**src/rtl/core/mtf_pkg.sv**
```systemverilog
`default_nettype none

package mtf_pkg;

  // Width of a symbol and of a list position.
  localparam int unsigned SYM_W = 8;

  // Default number of entries in the symbol list.
  localparam int unsigned LIST_SIZE_DEF = 256;

  // Token that walks down the cell chain, one cell per cycle.
  typedef struct packed {
    logic             vld;
    logic             done;
    logic [SYM_W-1:0] carry;
    logic [SYM_W-1:0] res;
  } mtf_tok_t;

  // Signals that the controller drives into every cell.
  typedef struct packed {
    logic             decode;
    logic [SYM_W-1:0] key;
    logic             clear;
    logic             load;
    logic [SYM_W-1:0] load_val;
  } mtf_ctl_t;

endpackage

`default_nettype wire

```
**src/rtl/core/mtf_cell.sv**
```systemverilog
`default_nettype none

module mtf_cell #(
  parameter int unsigned IDX = 0
) (
  input  wire                  clk_i,
  input  wire                  rst_ni,
  input  mtf_pkg::mtf_tok_t    tok_i,
  input  mtf_pkg::mtf_ctl_t    ctl_i,
  output mtf_pkg::mtf_tok_t    tok_o
);

  localparam logic [mtf_pkg::SYM_W-1:0] MY_IDX = mtf_pkg::SYM_W'(IDX);

  logic [mtf_pkg::SYM_W-1:0] val_d, val_q;
  mtf_pkg::mtf_tok_t         tok_d, tok_q;

  always_comb begin
    val_d = val_q;
    tok_d = tok_i;
    if (tok_i.vld && !tok_i.done) begin
      if (ctl_i.decode) begin
        // Entries ahead of the decoded position shift back by one. The front
        // cell keeps its value here; the controller rewrites it at the end.
        if (IDX != 0) begin
          val_d = tok_i.carry;
        end
        if (ctl_i.key == MY_IDX) begin
          tok_d.done = 1'b1;
          tok_d.res  = val_q;
        end else begin
          tok_d.carry = val_q;
        end
      end else begin
        // The carry starts as the input byte, so the front cell takes it.
        val_d = tok_i.carry;
        if (val_q == ctl_i.key) begin
          tok_d.done = 1'b1;
          tok_d.res  = MY_IDX;
        end else begin
          tok_d.carry = val_q;
        end
      end
    end
    if (ctl_i.clear) begin
      val_d = MY_IDX;
    end else if (ctl_i.load) begin
      val_d = ctl_i.load_val;
    end
  end

  always_ff @(posedge clk_i or negedge rst_ni) begin
    if (!rst_ni) begin
      val_q <= MY_IDX;
      tok_q <= '0;
    end else begin
      val_q <= val_d;
      tok_q <= tok_d;
    end
  end

  assign tok_o = tok_q;

endmodule

`default_nettype wire

```
**config.mk**
```make
export PLATFORM = sky130hd
export DESIGN_NAME = mtf_cell
export DESIGN_NICKNAME = d
export VERILOG_FILES = /design/src/rtl/core/mtf_pkg.sv /design/src/rtl/core/mtf_cell.sv
export SDC_FILE = /design/constraint.sdc
export NUM_CORES = 1
export LEC_CHECK = 0
export ABC_CLOCK_PERIOD_IN_PS = 3400
export BUFFER_PORTS_ARGS = -buffer_cell sky130_fd_sc_hd__buf_2
export CAP_MARGIN = 20
export CORE_MARGIN = 2
export CORE_UTILIZATION = 31
export CTS_CLUSTER_DIAMETER = 60
export CTS_CLUSTER_SIZE = 25
export DETAILED_ROUTE_END_ITERATION = 10
export HOLD_SLACK_MARGIN = 0.1
export PLACE_DENSITY_LB_ADDON = 0.2
export RECOVER_POWER = 25
export SLEW_MARGIN = 20
export SYNTH_ARGS = -nofsm -noshare
export SYNTH_HDL_FRONTEND = slang
export SYNTH_SLANG_ARGS = --single-unit
```
**constraint.sdc**
```tcl
create_clock -name clk_i -period 3.4 [get_ports clk_i]
set_input_delay 0.68 -clock clk_i [delete_from_list [all_inputs] [get_ports clk_i]]
set_output_delay 0.68 -clock clk_i [all_outputs]
set_load 0.005 [all_outputs]
```
==> results.sh <==
export IMPL_fin_cells=208
export IMPL_port_buffer_count=56
export IMPL_ant_nets=0
export IMPL_postCtsHoldBufs=0
export IMPL_synth_common_cells="dfrtp_1 (26), nor2_1 (17), mux2_2 (15), mux2i_1 (15)"
export IMPL_setup_tns_ns=0
export IMPL_grt_overflow_total=0
export IMPL_drv_cap=0
export IMPL_drc=0
export IMPL_synthCells=102
export IMPL_final_nets=199
export IMPL_power_density_nw_per_um2=377.1
export IMPL_antenna_found_initial=0
export IMPL_cts_resized=0
export IMPL_grt_pass1_vias=937
export IMPL_finalClockSkew_ns=0.001862
export IMPL_place_ws_ns=1.157
export IMPL_synth_fa_ha_area_share_pct=0
export IMPL_viasPerCell=4.543
export IMPL_clk_latency_ns=0.26
export IMPL_synth_simple_area_share_pct=14.33
export IMPL_dp_cells=205
export IMPL_async_reset_ff_share_pct=100.0
export IMPL_total_power_uw=613.4
export IMPL_area_growth_pct=29.35
export IMPL_synth_area_leaders="dfrtp_1 (52%), mux2_2 (13%), mux2i_1 (12%), nor2_1 (5.1%), xnor2_1 (2.1%)"
export IMPL_dieWidth_um=67.69
export IMPL_htreeDepth=1
export IMPL_ys_types=25
export IMPL_root_buffer="clkbuf_8"
export IMPL_initial_core_util_pct=31.89
export IMPL_crit_type="in2reg"
export IMPL_status="finished clean"
export IMPL_grt_pass1_wl_um=4457
export IMPL_synth_seq_cells=26
export IMPL_wl_um=2873
export IMPL_dpl_hpwl_um=2298
export IMPL_route_met2_wl_um=1442
export IMPL_endpoint_kind="flip-flop"
export IMPL_core_um2=3943
export IMPL_yosys_area_top_type="dfrtp_1"
export IMPL_synth_top_family_by_area="multiplexers"
export IMPL_dieHeight_um=67.69
export IMPL_netlist_area_um2=1257
export IMPL_post_cts_buffers=0
export IMPL_cts_sinks=26
export IMPL_grt_max_degree=27
export IMPL_route_met3_wl_um=244
export IMPL_p_int_uw=462.8
export IMPL_fp_row_count=23
export IMPL_crit_path_start_kind="input pin"
export IMPL_drt_pass1_iter_count=4
export IMPL_clk_path_buf_depth=2
export IMPL_fin_crit_ns=1.933
export IMPL_drive_gt1_share_pct=48.73
export IMPL_arrival_ns=2.09
export IMPL_numCtsBuffers=3
export IMPL_power_leakage_uw=0.0008713
export IMPL_p_seq_share_pct=55.4
export IMPL_p_switching_uw=150.6
export IMPL_required_ns=3.55
export IMPL_synth_edf_count=0
export IMPL_wl_met1_um=1186
export IMPL_slew_headroom_pct=7.619
export IMPL_placed_cell_area_um2=1588
export IMPL_hold_violations=0
export IMPL_synth_mux_area_share_pct=25.37
export IMPL_irDropWorstVdd_v=0.0001498
export IMPL_ios=57
export IMPL_synth_seq_area_share_pct=51.74
export IMPL_clkPwrFrac_pct=27.4
export IMPL_vias=945
export IMPL_fin_area_um2=1627
export IMPL_drt_iter0_drc=38
export IMPL_drv_slew=0
export IMPL_tightest_slew_ns=1.386
export IMPL_synthFlopType="dfrtp_1"
export IMPL_combPwrFrac_pct=17.2
export IMPL_synth_fp_nets=141
export IMPL_syn_avg_cell_area_um2=12.33
export IMPL_worstPathMaxFanout=8
export IMPL_synth_xor_area_share_pct=4.179
export IMPL_diodes=0
export IMPL_top_layer_used="met3"
export IMPL_wl_per_cell_um=13.81
export IMPL_clkTransAtPathRegs_ns=0.08
export IMPL_switching_share_pct=24.56
export IMPL_synth_compound_area_share_pct=3.085
export IMPL_globalRouteTotalUtil_pct=13.48
export IMPL_yosys_cell_count_top_type="dfrtp_1"
export IMPL_finalCritPeriodShare_pct=56.86
export IMPL_fmax_mhz=517.2
export IMPL_yosysTopAreaCellShare_pct=51.74
export IMPL_synth_warnings=0
export IMPL_cts_tree="yes"
export IMPL_place_gp_congestion=0.7140
export IMPL_rsz0062_at_grt="no"
export IMPL_die_area_um2=4582
export IMPL_setup_ws_ns=1.467
export IMPL_hold_class="reg2reg"
export IMPL_setup_viol=0
[worst paths after layout]
| check | from | to | slack, ns | depth (start not counted) |
|---|---|---|---|---|
| max | ctl_i[17] | tok_o[10] | 1.47 | 6 |
| min | val_q[4] | tok_o[12] | 0.57 | 1 |
| max reg2reg | val_q[7] | tok_o[10] | 1.53 | 5 |
| min reg2reg | val_q[4] | tok_o[12] | 0.57 | 1 |
| max in group asynchronous | rst_ni | tok_o[7] | 1.87 | 1 |
| min in group asynchronous | rst_ni | tok_o[16] | 0.72 | 1 |
[cells in the final DEF, fill, tap and decap left out]
cell	n
a211oi_1	1
a21oi_1	1
and4b_1	1
buf_2	54
clkbuf_1	2
clkbuf_8	3
dfrtp_1	26
inv_1	1
mux2_2	15
mux2i_1	15
nand2_1	1
nand2b_1	3
nand3b_1	1
nand4_2	1
nor2_1	17
nor2_2	1
nor2b_1	1
nor3_1	2
nor3_2	1
nor3_4	1
nor4_1	1
o211a_1	1
o21ai_4	1
or3b_1	1
xnor2_1	3
xor2_1	3
[metrics by stage]
stage / hold WS (ns) / util (%)
3_5_place_dp: 0.5564 / 40.27
6_report: 0.5700 / 41.26
4_1_cts: 0.4286 / 41.32
3_3_place_gp: 0.5492 / 40.27
2_1_floorplan: 0.3844 / -
5_1_grt: 0.5499 / 41.26
[cell type report]
type,count,area (µm²)
Fill cell,413,2316
Multi-Input combinational cell,72,590.6
Clock buffer,3,41.29
Inverter,1,3.754
Timing Repair Buffer,56,277.8
Sequential cell,26,650.6
Tap cell,50,62.56
[kinds of logic after synthesis]
logic type / Yosys count
AO/OA/AOI/OAI: 4
XOR/XNOR: 6
buffers and inverters: 4
AND/OR/NAND/NOR: 32
multiplexers: 30
flip-flops: 26
[power groups by stage]
stage | sequential, µW | combinational, µW | clock (µW)
after floorplan | 346 | 52.2 | 0
after global placement | 345 | 106 | 0
after detailed placement | 346 | 108 | 0
after CTS | 340 | 108 | 177
after global routing | 342 | 117 | 195
final | 340 | 106 | 168
[critical path: stages]
cell     delay [ns]
buf_2          0.11
xor2_1         0.16
nor3_2         0.20
nand4_2        0.20
o21ai_4        0.35
mux2_2         0.38
[flip-flops by register name (all words and copies together), names as in the netlist]
name   count
val_q      8
tok_o     18
[metal layers]
layer	up-vias	track usage (%)
li1	465	-
met1	443	16.55
met2	37	24.02
met3	0	3.333
met4	0	2.296
met5	-	0
(Power assumes the default switching activity.)
